--- src/rtl/assert_macros.svh ---
`ifndef ASSERT_MACROS_SVH
`define ASSERT_MACROS_SVH

// Clocked check, quiet while reset is held.
`define CHTI_ASSERT(lbl, prop, msg) \
    lbl: assert property (@(posedge i_clk) disable iff (!i_rst_n) prop) else $error(msg);

// Clocked check that also runs through reset.
`define CHTI_ASSERT_RST(lbl, prop, msg) \
    lbl: assert property (@(posedge i_clk) prop) else $error(msg);

`endif

--- src/rtl/chti_pkg.sv ---
package chti_pkg;

    localparam int unsigned MAX_POINTS_DEF = 64;
    localparam int unsigned FRAC_BITS_DEF  = 16;

    localparam int unsigned MUL_AW = 32;
    localparam int unsigned MUL_BW = 64;
    localparam int unsigned MUL_PW = MUL_AW + MUL_BW;

    localparam int unsigned DIV_NW = 65;
    localparam int unsigned DIV_DW = 32;
    localparam int unsigned DIV_CW = $clog2(DIV_NW + 1);

    localparam int unsigned QDEPTH = 2;
    localparam int unsigned QAW    = $clog2(QDEPTH);
    localparam int unsigned QCW    = $clog2(QDEPTH + 1);

    localparam logic [63:0] SAT_LIM = 64'h3FFF_FFFF_FFFF_FFFF;

    typedef enum logic [1:0] {
        OP_CLEAR  = 2'd0,
        OP_APPEND = 2'd1,
        OP_QUERY  = 2'd2,
        OP_NONE   = 2'd3
    } t_op;

    typedef enum logic [1:0] {
        ST_OK    = 2'd0,
        ST_RANGE = 2'd1,
        ST_FULL  = 2'd2,
        ST_ORDER = 2'd3
    } t_status;

    typedef struct packed {
        t_op                op;
        logic signed [31:0] px;
        logic signed [31:0] py;
        logic signed [31:0] qx;
    } t_item;

    typedef struct packed {
        logic           full;
        logic           empty;
        logic [QCW-1:0] cnt;
    } t_qstat;

endpackage

--- src/rtl/chti_if.sv ---
interface chti_in_if;
    logic              valid;
    logic              ready;
    logic [1:0]        op;
    logic signed [31:0] point_x;
    logic signed [31:0] point_y;
    logic signed [31:0] query_x;

    modport source (output valid, op, point_x, point_y, query_x, input ready);
    modport sink   (input valid, op, point_x, point_y, query_x, output ready);
endinterface


--- src/rtl/chti_front.sv ---
module chti_front import chti_pkg::*; (
    input  logic      i_clk,
    input  logic      i_rst_n,
    chti_in_if.sink   i_in,
    output logic      o_valid,
    output t_item     o_item,
    input  logic      i_ready
);

    logic  r_valid;
    t_item r_item;
    t_item n_item;

    assign i_in.ready = !r_valid || i_ready;
    assign o_valid    = r_valid;
    assign o_item     = r_item;

    // decode op, drop fields the command does not use
    always_comb begin
        n_item    = '0;
        n_item.op = t_op'(i_in.op);
        case (t_op'(i_in.op))
            OP_APPEND: begin
                n_item.px = i_in.point_x;
                n_item.py = i_in.point_y;
            end
            OP_QUERY: begin
                n_item.qx = i_in.query_x;
            end
            default: begin
                n_item.px = '0;
            end
        endcase
    end

    always_ff @(posedge i_clk) begin
        if (!i_rst_n) begin
            r_valid <= 1'b0;
        end else if (i_in.ready) begin
            r_valid <= i_in.valid;
        end
    end

    always_ff @(posedge i_clk) begin
        if (i_in.valid && i_in.ready) begin
            r_item <= n_item;
        end
    end

endmodule

--- src/flat_wrapper.sv ---
// flat-port wrapper written by rule: the top's interface ports become plain ports
module chti_front_flat import chti_pkg::*;
  (i_clk, i_rst_n, o_valid, o_item, i_ready, i_in_valid, i_in_op, i_in_point_x, i_in_point_y, i_in_query_x, i_in_ready);
  chti_in_if i_in_i ();
  input  logic i_clk;
  input  logic i_rst_n;
  output logic o_valid;
  output t_item o_item;
  input  logic i_ready;
  input wire logic [$bits(i_in_i.valid)-1:0] i_in_valid;
  input wire logic [$bits(i_in_i.op)-1:0] i_in_op;
  input wire logic [$bits(i_in_i.point_x)-1:0] i_in_point_x;
  input wire logic [$bits(i_in_i.point_y)-1:0] i_in_point_y;
  input wire logic [$bits(i_in_i.query_x)-1:0] i_in_query_x;
  output wire logic [$bits(i_in_i.ready)-1:0] i_in_ready;
  assign i_in_i.valid = i_in_valid;
  assign i_in_i.op = i_in_op;
  assign i_in_i.point_x = i_in_point_x;
  assign i_in_i.point_y = i_in_point_y;
  assign i_in_i.query_x = i_in_query_x;
  assign i_in_ready = i_in_i.ready;
  chti_front u_core (.i_clk(i_clk), .i_rst_n(i_rst_n), .i_in(i_in_i), .o_valid(o_valid), .o_item(o_item), .i_ready(i_ready));
endmodule
--- config.mk ---
export PLATFORM = sky130hd
export DESIGN_NAME = chti_front_flat
export DESIGN_NICKNAME = d
export VERILOG_FILES = /design/src/rtl/assert_macros.svh /design/src/rtl/chti_pkg.sv /design/src/rtl/chti_if.sv /design/src/rtl/chti_front.sv /design/src/flat_wrapper.sv
export SDC_FILE = /design/constraint.sdc
export NUM_CORES = 1
export LEC_CHECK = 0
export BUFFER_PORTS_ARGS = -buffer_cell sky130_fd_sc_hd__buf_2
export CORE_MARGIN = 1
export CORE_UTILIZATION = 44
export DETAILED_ROUTE_END_ITERATION = 8
export MAX_ROUTING_LAYER = met4
export PLACE_DENSITY = 0.8
export SYNTH_ARGS = -nofsm -noshare
export SYNTH_HDL_FRONTEND = slang
export SYNTH_SLANG_ARGS = --single-unit
--- constraint.sdc ---
create_clock -name i_clk -period 5.1 [get_ports i_clk]
set_input_delay 1.53 -clock i_clk [delete_from_list [all_inputs] [get_ports i_clk]]
set_output_delay 1.53 -clock i_clk [all_outputs]
set_load 0.02 [all_outputs]
==> results.json <==
{
  "crit_type": "input port to output port",
  "syn_nets": 313,
  "antenna_found_initial": 0,
  "rows": 32,
  "htreeDepth": 3,
  "cp_data_required_time_ns": 3.57,
  "status": "complete, no violations",
  "layout-drive-gt1-share_pct": 52.0,
  "cts_hold_buf": 0,
  "worstHoldPathCells": 2,
  "cts_resized": 0,
  "drtPass1Iterations": 4,
  "die_h_um": 93.2,
  "core_area_um2": 7890,
  "seq_area_um2": 2960,
  "finalNetCount": 517,
  "syn_avg_cell_area_um2": 17.3,
  "grt_pass1_vias": 2314,
  "nFillCells": 639,
  "rsz0062_at_grt": "no",
  "via_count": 2327,
  "ant_nets": 0,
  "hold_viol": 0,
  "setup_violations": 0,
  "finalSetupTns_ns": 0,
  "synthCells": 211,
  "p_leak_nw": 2.20,
  "die_w_um": 93.2,
  "postCtsSetupRepairBufs": 0,
  "routabilityCongestion": 0.734,
  "min_from": "u_core.o_valid",
  "grt_pass1_wl_um": 10700,
  "finalWirelength_um": 7280,
  "avgViaCountPerCell": 4.47,
  "rrSetupSlack_ns": 3.37,
  "cts.sinks": 99,
  "grt_start_max_net_pins": 65,
  "cp-end-kind": "output port",
  "final_core_util_pct": 62.6,
  "period_needed_ns": 3.48,
  "clockRootBuffer": "clkbuf_8",
  "cts-buffers-inserted": 9,
  "slew_headroom_pct": 32.7,
  "multi_input_area_um2": 644,
  "drt_iter0_drc": 45,
  "finalMaxSlewViolations": 0,
  "dpl.hpwl_um": 5340,
  "ios": 202,
  "max_freq_ghz": 0.288,
  "worst-slew-pin-transition_ns": 1.01,
  "fin_skew_ns": 0.00536,
  "cts_max_path_buffers": 2,
  "crit_fanout": 3,
  "drc": 0,
  "die_area_um2": 8690,
  "worstSkewPairLatency_ns": 0.34,
  "wl_per_cell_um": 14.0,
  "crit_arrival_ns": 1.95,
  "syn2layout_area_growth_pct": 35.0,
  "cts_tree": "yes",
  "track_usage_pct": 17.1,
  "rr_endpoint": "u_core.o_item[6]",
  "r2r-start": "u_core.o_valid",
  "maxCapViolCount": 0,
  "hold_end": "u_core.o_valid",
  "ys_types": 10,
  "synth-seq-area-share_pct": 81.0,
  "antenna_cells": 0,
  "hold_class": "register to register",
  "yosysWarningCount": 0,
  "vdd_drop_max_uv": 187,
  "final_cell_mix": "201 x buf_2, 98 x edfxtp_1, 96 x and2_1, 9 x clkbuf_8",
  "r2r_cells": 3,
  "ys_seq_elements": 99,
  "path_clk_slew_ns": 0.09,
  "portBuffers": 201,
  "synth_area_um2": 3660,
  "final_common_cell": "buf_2",
  "powerDensity_nw_per_um2": 331,
  "gr-total-overflow": 0,
  "initial_core_util_pct": 46.4,
  "fin_crit_sh_pct": 68.2,
  "start_kind": "input port"
}
## state kept, by name, summed over array words and instances (netlist names)
name / count
u_core.o_valid: 1
u_core.o_item: 98
## how the worst max path moves through the flow
stage | start | to
floorplan | i_ready | u_core.o_item[0]
global placement | i_ready | i_in_ready
detailed placement | i_ready | i_in_ready
CTS | i_ready | i_in_ready
global route | i_ready | i_in_ready
finish | i_ready | i_in_ready
## report_power, final
part           leakage, nW  switching [W]  internal [W]  total [W]
Combinational         1.13       0.000125     0.0000763   0.000201
Clock               0.0862       0.000252      0.000220   0.000472
Sequential           0.986      0.0000115      0.000951   0.000962
## per-layer routing
layer / global-route usage [%] / routed length [um]
met5: - / 0
met4: 6.67 / 109
met3: 3.41 / 499
met1: 20.5 / 2980
met2: 28.8 / 3700
## cells by family (layout without fill, tap and decap cells)
kind of cell / Yosys count / count (layout) / share of synthesized area, %
AND/OR/NAND/NOR: 100 / 100 / 17.2
buffers and inverters: 11 / 219 / 1.64
AO/OA/AOI/OAI: 1 / 1 / 0.205
flip-flops: 99 / 99 / 81.0
## critical path, stage by stage
cell and delay, ns:
buf_2 0.09, nand2b_1 0.16, buf_2 0.17
## synthesized netlist by cell type
cell | count | area (um^2)
nor2b_2 | 1 | 8.76
inv_1 | 1 | 3.75
and2b_1 | 1 | 7.51
dfxtp_1 | 1 | 20.0
nand2b_1 | 1 | 6.26
clkbuf_2 | 9 | 45.0
buf_6 | 1 | 11.3
edfxtp_1 | 98 | 2940
and2_1 | 97 | 607
a21boi_0 | 1 | 7.51
## layout make-up
| type | instances | share of cell area, % |
|---|---|---|
| repair buffers | 203 | 20.7 |
| multi-input cells | 101 | 13.0 |
| inverters | 1 | 0.0760 |
| flip-flops and latches | 99 | 60.0 |
| clock buffers | 9 | 2.51 |
| clock inverters | 6 | 1.16 |
| well taps | 102 | 2.58 |
## per-stage QoR
step,instances,hold WS [ns],power [W],area [um^2],worst slack (ns)
finish,521,0.559,0.00163,4940,1.62
global route,521,0.589,0.00169,4940,1.60
CTS,521,0.556,0.00165,4940,1.62
detailed placement,506,0.540,0.00119,4760,1.63
global placement,506,0.523,0.00118,4760,1.64
floorplan,211,0.750,0.00110,3660,0.538
Power figures use the tool's default switching activity.
