`src/rtl/assert_macros.svh`:
```
`ifndef ASSERT_MACROS_SVH
`define ASSERT_MACROS_SVH

// Clocked check, quiet while reset is held.
`define CHTI_ASSERT(lbl, prop, msg) \
    lbl: assert property (@(posedge i_clk) disable iff (!i_rst_n) prop) else $error(msg);

// Clocked check that also runs through reset.
`define CHTI_ASSERT_RST(lbl, prop, msg) \
    lbl: assert property (@(posedge i_clk) prop) else $error(msg);

`endif

```
`src/rtl/chti_pkg.sv`:
```
package chti_pkg;

    localparam int unsigned MAX_POINTS_DEF = 64;
    localparam int unsigned FRAC_BITS_DEF  = 16;

    localparam int unsigned MUL_AW = 32;
    localparam int unsigned MUL_BW = 64;
    localparam int unsigned MUL_PW = MUL_AW + MUL_BW;

    localparam int unsigned DIV_NW = 65;
    localparam int unsigned DIV_DW = 32;
    localparam int unsigned DIV_CW = $clog2(DIV_NW + 1);

    localparam int unsigned QDEPTH = 2;
    localparam int unsigned QAW    = $clog2(QDEPTH);
    localparam int unsigned QCW    = $clog2(QDEPTH + 1);

    localparam logic [63:0] SAT_LIM = 64'h3FFF_FFFF_FFFF_FFFF;

    typedef enum logic [1:0] {
        OP_CLEAR  = 2'd0,
        OP_APPEND = 2'd1,
        OP_QUERY  = 2'd2,
        OP_NONE   = 2'd3
    } t_op;

    typedef enum logic [1:0] {
        ST_OK    = 2'd0,
        ST_RANGE = 2'd1,
        ST_FULL  = 2'd2,
        ST_ORDER = 2'd3
    } t_status;

    typedef struct packed {
        t_op                op;
        logic signed [31:0] px;
        logic signed [31:0] py;
        logic signed [31:0] qx;
    } t_item;

    typedef struct packed {
        logic           full;
        logic           empty;
        logic [QCW-1:0] cnt;
    } t_qstat;

endpackage

```
`src/rtl/chti_fifo.sv`:
```
module chti_fifo import chti_pkg::*; (
    input  logic   i_clk,
    input  logic   i_rst_n,
    input  logic   i_valid,
    input  t_item  i_item,
    output logic   o_ready,
    output logic   o_valid,
    output t_item  o_item,
    input  logic   i_ready,
    output t_qstat o_stat
);

    t_item          r_mem [QDEPTH];
    logic [QAW-1:0] r_wp;
    logic [QAW-1:0] r_rp;
    logic [QCW-1:0] r_cnt;
    logic           w_push;
    logic           w_pop;

    assign o_ready = r_cnt != QCW'(QDEPTH);
    assign o_valid = r_cnt != '0;
    assign o_item  = r_mem[r_rp];
    assign w_push  = i_valid && o_ready;
    assign w_pop   = o_valid && i_ready;

    assign o_stat.full  = !o_ready;
    assign o_stat.empty = !o_valid;
    assign o_stat.cnt   = r_cnt;

    always_ff @(posedge i_clk) begin
        if (!i_rst_n) begin
            r_wp  <= '0;
            r_rp  <= '0;
            r_cnt <= '0;
        end else begin
            if (w_push) begin
                r_wp <= r_wp + QAW'(1);
            end
            if (w_pop) begin
                r_rp <= r_rp + QAW'(1);
            end
            if (w_push && !w_pop) begin
                r_cnt <= r_cnt + QCW'(1);
            end else if (w_pop && !w_push) begin
                r_cnt <= r_cnt - QCW'(1);
            end
        end
    end

    always_ff @(posedge i_clk) begin
        if (w_push) begin
            r_mem[r_wp] <= i_item;
        end
    end

endmodule

```
`config.mk`:
```
export PLATFORM = sky130hd
export DESIGN_NAME = chti_fifo
export DESIGN_NICKNAME = d
export VERILOG_FILES = /design/src/rtl/assert_macros.svh /design/src/rtl/chti_pkg.sv /design/src/rtl/chti_fifo.sv
export SDC_FILE = /design/constraint.sdc
export NUM_CORES = 1
export LEC_CHECK = 0
export BUFFER_PORTS_ARGS = -buffer_cell sky130_fd_sc_hd__buf_2
export CORE_ASPECT_RATIO = 2
export CORE_UTILIZATION = 35
export DETAILED_ROUTE_END_ITERATION = 10
export GPL_TIMING_DRIVEN = 0
export SLEW_MARGIN = 15
export SYNTH_ARGS = -nofsm -noshare
export SYNTH_HDL_FRONTEND = slang
export SYNTH_SLANG_ARGS = --single-unit
```
`constraint.sdc`:
```
create_clock -name i_clk -period 5.1 [get_ports i_clk]
set_input_delay 0 -clock i_clk [delete_from_list [all_inputs] [get_ports i_clk]]
set_output_delay 0 -clock i_clk [all_outputs]
set_load 0.03 [all_outputs]
```
==> results of run 1 <==
-- per-stage QoR --
stage	power [W]	setup WS, ps	area, sq um	hold slack, ps
detailed placement	0.00387	3000	8890	191
floorplan	0.00337	1260	7390	98.9
finish	0.00521	3040	10500	229
global placement	0.00381	554	8750	189
CTS	0.00529	3000	10500	196
global route	0.00542	2900	10500	212
-- cells by family (layout without fill, tap and decap cells) --
family / Yosys count / count (layout) / synth area share
DFF: 201 / 201 / 0.810
muxes: 98 / 98 / 0.160
buffers and inverters: 14 / 360 / 0.0124
and+or+nand+nor: 9 / 9 / 0.00813
AOI/OAI and AO/OA: 5 / 5 / 0.00440
xor gates and xnor gates: 3 / 3 / 0.00356
adders and majority gates: 1 / 1 / 0.00169
-- worst paths after layout --
| path | startpoint | to | slack, ps | cells past startpoint |
|---|---|---|---|---|
| min | i_item[19] | r_mem[0][19]$_DFFE_PP_ | 230 | 2 |
| max | r_cnt[0]$_SDFFE_PN0P_ | r_mem[0][7]$_DFFE_PP_ | 3040 | 6 |
| min reg2reg | r_cnt[1]$_SDFFE_PN0P_ | r_cnt[1]$_SDFFE_PN0P_ | 570 | 2 |
| max reg2reg | r_cnt[0]$_SDFFE_PN0P_ | r_mem[0][7]$_DFFE_PP_ | 3040 | 6 |
-- power groups by stage --
stage                     combinational, W  clock (W)  sequential, W
after floorplan                    0.00119          0        0.00218
after global placement             0.00163          0        0.00218
after detailed placement           0.00171          0        0.00217
after CTS                          0.00178    0.00137        0.00213
after global routing               0.00185    0.00142        0.00215
final                              0.00176    0.00133        0.00213
-- cells in the mapped netlist (all sizes together) --
| cell type | count |
|---|---|
| nor2 | 1 |
| xnor2 | 2 |
| ha | 1 |
| mux2 | 98 |
| buf | 11 |
| or2 | 1 |
| edfxtp | 196 |
| nand2b | 1 |
| inv | 3 |
| o21a | 1 |
| xor2 | 1 |
| o21ai | 2 |
| or3 | 1 |
| a21boi | 2 |
| dfxtp | 5 |
| and3 | 1 |
| and2 | 3 |
| nor3 | 1 |
-- flip-flops by register name, indices dropped and copies added, names as in the netlist, named ones only --
register	count
r_cnt	2
r_wp	1
r_rp	1
r_mem	196
-- worst max-delay path, delay by kind of cell, from the launching register on --
| family | cells | cell delay [ps] |
|---|---|---|
| simple gates | 2 | 640 |
| buf+inv | 4 | 690 |
| flops | 1 | 420 |
-- routing by layer --
metal / vias to the layer above / global-route usage / routed length (um)
met4: 0 / 0.0777 / 621
met5: - / 0 / 0
met3: 35 / 0.0223 / 661
met2: 133 / 0.289 / 9140
met1: 2085 / 0.137 / 5400
li1: 1972 / - / -
-- area by class of cell --
| type | instances | share of cell area |
|---|---|---|
| flip-flops and latches | 201 | 0.571 |
| inverters | 3 | 0.00107 |
| plain buffers | 11 | 0.00764 |
| clock inverters | 11 | 0.00871 |
| repair buffers | 314 | 0.208 |
| multi-input cells | 116 | 0.126 |
| clock buffers | 21 | 0.0461 |
| well taps | 266 | 0.0317 |
==> results.md, run 1 <==
- Post-Syn Area: 0.00739 sq mm
- Final clock period utilization by the worst path: 0.404
- Clock Path Buffers: 3
- Die height: 207 um
- Share of the synthesized area in the top cell type: 0.797
- Static leakage: 4.00 nW
- Cell count after synthesis: 331
- Worst-path clk slew: 60 ps
- Most frequent cells in the layout: buf_2, edfxtp_1, dlygate4sd3_1
- Initial antenna violation count: 0
- Worst setup SP type: register
- Seq/Total Area, Yosys: 0.810
- Layout cells sized above 1: 0.521
- Crit path time final: 2060 ps
- Largest net degree at the start of global routing: 54
- Detail Placement HPWL: 10,500 um
- Fill cells: 1,742
- #FFs+latches synth: 201
- Full die area: 0.0217 sq mm
- Setup-failing EPs final: 0
- Crit-path slowest cell: nor3_4
- Total GRT Usage: 0.145
- RSZ-0062 raised after global routing: false
- Core area: 0.0206 sq mm
- Vias: 4,225
- Number of iterations in the first detailed-routing pass: 4
- CP Max Fanout: 17
- Worst Hold Class: primary input to register
- First-pass GRT wire length: 24,100 um
- Fin. Hold Viols: 0
- Sequential share of power: 0.408
- Ranking of synthesized cells by area: edfxtp_1, mux2_2, mux2_4
- Fin cells: 943
- CTS Hold Buffers Added: 102
- CTS root buf: clkbuf_16
- Worst path arrival time: 2260 ps
- Drt first-iter violations: 165
- Setup tns final: 0 ps
- Internal power: 0.00348 W
- Max_slew headroom: 0.458
- Final core occ: 0.510
- Most frequent cell on the critical path: buf_8
- DRC viols: 0
- Syn avg cell area: 22.3 sq um
- Area delta synth->final: 41.9%
- Synth warn: 0
- GP Congestion: 0.678
- Leading area contributor after synthesis: edfxtp_1
- Post-CTS setup buffers: 0
- CTS-repair resized insts: 0
- Status: completed
- # rows: 74
- WS Path Type: register to register
- Skew-Pair Late Insertion Delay: 500 ps
- Setup Skew: 9.68 ps
- Total grt overflow: 0
- Vias per cell: 4.48
- Syn Nets: 434
- Diode count: 0
- CP endpoint kind: register
- Clock power frac: 0.255
- PortBufs: 205
- Pins Over Slew Limit: 0
- Worst-Margin Slew: 814 ps
- Register area: 0.00599 sq mm
- Cell Pwr Density: 497 mW/mm^2
- VDD IR-drop max: 0.339 mV
- Max Cap Viol: 0
- Total Routed Length: 15,800 um
- Switch Pwr: 0.00173 W
- H-Tree Depth: 1
- CTS Buf Count: 19
- Cells along the critical path: nand2b_2, inv_2, nor3_4, buf_8, buf_16, buf_8
- Most common cell after layout, fill and taps aside: buf_2
- Worst EP required: 5300 ps
- Post-synth cell types: 23
- Multi-input gate area: 0.00132 sq mm
- Final ANT Viol Nets: 0
- Vias in the first global route: 4,721
- Comb power frac: 0.337
- Placed cell count: 809
- Net Sw Frac: 0.332
- # clock sinks: 201
- # nets final: 769
- Die X: 105 um
- Initial Utilization: 0.359
- I/O pin count: 206
- Crit path largest cell delay: 440 ps
- CTS tree: done
- Routed WL per cell: 16.8 um
- Fmax: 0.485 GHz
Power figures use the tool's default switching activity.
==> run 2, diff against run 1 <==
- ABC_AREA: unset -> 1
- clock period: 5.1 -> 1.9 ns (I/O delays scaled with it)
==> run 2 against run 1 <==
  * Clock power is 150% higher
  * Worst setup slack worse by 3000 ps
  * Synthesized cell count up 4.2%
  * Critical path depth shrank 1
  * Design area is 0.31% lower
  * First-iteration DRC count fell by 6.7%
  * Highest routed layer unchanged
==> results.md, run 2 <==
- Most frequent cells in the layout: buf_2, edfxtp_1, dlygate4sd3_1 (unchanged)
- Top-count cell post-synth: edfxtp_1 (unchanged)
- Post-Syn Area: 0.00739 sq mm (about the same)
- Switch Pwr: 0.00428 W (was 0.00173 W)
- #FFs+latches synth: 201 (unchanged)
- H-Tree Depth: 1 (unchanged)
- PortBufs: 205 (unchanged)
- CTS tree: done (unchanged)
- Placed cell area: 0.00891 sq mm (was 0.00889 sq mm)
- Final hold slack: 237 ps (was 229 ps)
- Crit path largest cell delay: 320 ps (was 440 ps)
- Largest family of logic cells by synthesized area: multiplexers (unchanged)
- Die X: 105 um (about the same)
- Biggest registers after layout: r_mem: 196 flops, r_cnt: 2 flops (unchanged)
- Worst path arrival time: 1810 ps (was 2260 ps)
- Vias per cell: 4.44 (was 4.48)
- Routed WL per cell: 16.3 um (was 16.8 um)
- Area share of fa/ha/maj cells after synthesis: 0.00169 (about the same)
- Number of iterations in the first detailed-routing pass: 4 (unchanged)
- Layout cells sized above 1: 0.504 (was 0.521)
- Diode count: 0 (unchanged)
- I/O pin count: 206 (unchanged)
- Total GRT Usage: 0.144 (was 0.145)
- Worst setup SP type: register (unchanged)
- VDD IR-drop max: 0.775 mV (was 0.339 mV)
- Full die area: 0.0217 sq mm (about the same)
- Synth warn: 0 (unchanged)
- Ranking of synthesized cells by area: edfxtp_1, mux2_2, mux2_4 (unchanged)
- Cells along the critical path: buf_6, buf_6, buf_6, mux2_4, buf_2 (was nand2b_2, inv_2, nor3_4, buf_8, buf_16, buf_8)
- Total grt overflow: 0 (unchanged)
- Most frequent cell on the critical path: buf_6 (was buf_8)
- WS Path Type: register to output pin (was register to register)
- Vias in the first global route: 4,681 (was 4,721)
- CP top delay family: buffers and inverters (unchanged)
- Worst EP required: 1900 ps (was 5300 ps)
- Largest net degree at the start of global routing: 29 (was 54)
- CP endpoint kind: output pin (was register)
- Share of the synthesized area in the top cell type: 0.796 (was 0.797)
- Syn avg cell area: 21.4 sq um (was 22.3 sq um)
- Die height: 208 um (was 207 um)
- RSZ-0062 raised after global routing: false (unchanged)
- CTS root buf: clkbuf_16 (unchanged)
- Total Routed Length: 15,600 um (was 15,800 um)
- Comb power frac: 0.316 (was 0.337)
- # rows: 74 (unchanged)
- First-pass GRT wire length: 24,000 um (was 24,100 um)
- Max Cap Viol: 0 (unchanged)
- Cell count after synthesis: 345 (was 331)
- Crit path time final: 1810 ps
- Initial Utilization: 0.360 (was 0.359)
- Crit-path slowest cell: dfxtp_1 (was nor3_4)
- Internal power: 0.00899 W (was 0.00348 W)
- Drt first-iter violations: 154 (was 165)
- Detail Placement HPWL: 10,700 um (was 10,500 um)
- Final ANT Viol Nets: 0 (unchanged)
- Fin cells: 955 (was 943)
- Static leakage: 4.00 nW (about the same)
- Vias: 4,240 (was 4,225)
- Skew-Pair Late Insertion Delay: 480 ps (was 500 ps)
- Most common cell after layout, fill and taps aside: buf_2 (unchanged)
- Place WS: 169 ps (was 3000 ps)
- Clock Path Buffers: 3 (unchanged)
- Setup Skew: 14.6 ps (was 9.68 ps)
- CP Buf/Inv Count: 4 (unchanged)
- Final Cell Area: 0.0105 sq mm (about the same)
- Worst Setup Slack, final: 86.1 ps (was 3040 ps)
- Core area: 0.0206 sq mm (unchanged)
- Worst-Margin Slew: 721 ps (was 814 ps)
- Mux contribution to synthesized area: 0.159 (was 0.160)
- Cell Pwr Density: 1270 mW/mm^2 (was 497 mW/mm^2)
- Post-CTS setup buffers: 0 (unchanged)
- Syn Nets: 448 (was 434)
- Final clock period utilization by the worst path: 0.955
- Worst Hold Class: primary input to register (unchanged)
- GP Congestion: 0.768 (was 0.678)
- Pins Over Slew Limit: 0 (unchanged)
- Setup-failing EPs final: 0 (unchanged)
- Largest register FFs: 196 (unchanged)
- Synth Area in XOR/XNOR: 0 (was 0.00356)
- Post-synth cell types: 14 (was 23)
- DRC viols: 0 (unchanged)
- # clock sinks: 201 (unchanged)
- # nets final: 781 (was 769)
- Initial antenna violation count: 0 (unchanged)
- Status: completed (unchanged)
- Clock power frac: 0.249 (was 0.255)
- Area delta synth->final: 41.3% (was 41.9%)
- Fin. Hold Viols: 0 (unchanged)
- Synth Flop Type: edfxtp_1 (unchanged)
- Synth Area in Compound Gates: 0.00271 (was 0.00440)
- Net Sw Frac: 0.323 (was 0.332)
- Worst-path clk slew: 60 ps (about the same)
- EDFF count, synth: 196 (unchanged)
- Fmax: 0.551 GHz
- CP Max Fanout: 10 (was 17)
- Total power draw: 0.0133 W (was 0.00521 W)
- Placed cell count: 822 (was 809)
- Top post-synthesis cells by count: edfxtp_1, mux2_2, mux2_4 (unchanged)
- Synth async-reset ratio: 0 (unchanged)
- Seq/Total Area, Yosys: 0.810 (about the same)
- Leading area contributor after synthesis: edfxtp_1 (unchanged)
- Max_slew headroom: 0.518 (was 0.458)
- Synth Area in Simple Gates: 0.0102 (was 0.00813)
- Most flops, register: r_mem (unchanged)
- CTS Buf Count: 19 (unchanged)
- Sequential share of power: 0.435 (was 0.408)
[run 2: changes by cell type after synthesis, moves of 2 or more]
cell,before,now
nor2_1,1,11
inv_1,2,11
nand2_1,0,6
and2_1,3,0
o21ai_0,1,3
xnor2_1,2,0
[run 2: cells by family (layout without fill, tap and decap cells)]
logic type	count (synthesis)	in the layout
flip-flops	201	201
multiplexers	98	98
buffers and inverters	22	366
AND/OR/NAND/NOR	19	19
AO/OA/AOI/OAI	4	4
adder cells (fa/ha/maj)	1	1
[run 2: layer usage]
layer	GRT usage	part of all wire	wire, um	vias to the layer above
met5	0	0	0	-
met1	0.134	0.33	5090	2062
met4	0.0719	0.038	599	0
li1	-	-	-	2010
met2	0.289	0.59	9190	136
met3	0.0239	0.045	694	32
[run 2: metrics by stage]
stage / setup TNS [ps] / util
2_1_floorplan: -97980 / -
3_3_place_gp: -237100 / 0.428
3_5_place_dp: 0 / 0.433
4_1_cts: 0 / 0.508
5_1_grt: 0 / 0.508
6_report: 0 / 0.508
[run 2: power groups by stage]
stage	combinational (W)	clock [W]	sequential (W)
final	0.00420	0.00331	0.00577
after global routing	0.00445	0.00358	0.00582
after CTS	0.00427	0.00343	0.00578
after detailed placement	0.00409	0	0.00587
after global placement	0.00391	0	0.00588
after floorplan	0.00283	0	0.00588
[run 2: repair_timing]
item                       CTS  global route
gates resized for setup      0             1
hold buffers               101             0
setup endpoints to repair    0             3
hold endpoints to repair   201             0
[run 2: worst paths after layout]
kind         cells past startpoint  slack (ps)                endpoint             startpoint
min reg2reg                      2         510       r_rp$_SDFFE_PN0P_      r_rp$_SDFFE_PN0P_
max reg2reg                      4         190  r_mem[0][15]$_DFFE_PP_  r_cnt[1]$_SDFFE_PN0P_
min                              2         240  r_mem[0][25]$_DFFE_PP_             i_item[25]
max                              5          90              o_item[60]               register
[run 2: final cells by class]
class | count | area (sq um)
buffer | 11 | 83.8
clock buffer | 24 | 494
clock inverter | 8 | 32.5
fill | 1730 | 10100
inverter | 11 | 43.8
multi-input combinational | 122 | 1310
sequential | 201 | 5990
tap | 266 | 333
timing repair buffer | 312 | 2160
[run 2: worst reg2reg max path, stage by stage (launching register included)]
cell	delay (ps)
dfxtp_4	360
inv_4	70
o21ai_4	80
nor2_4	590
buf_12	290
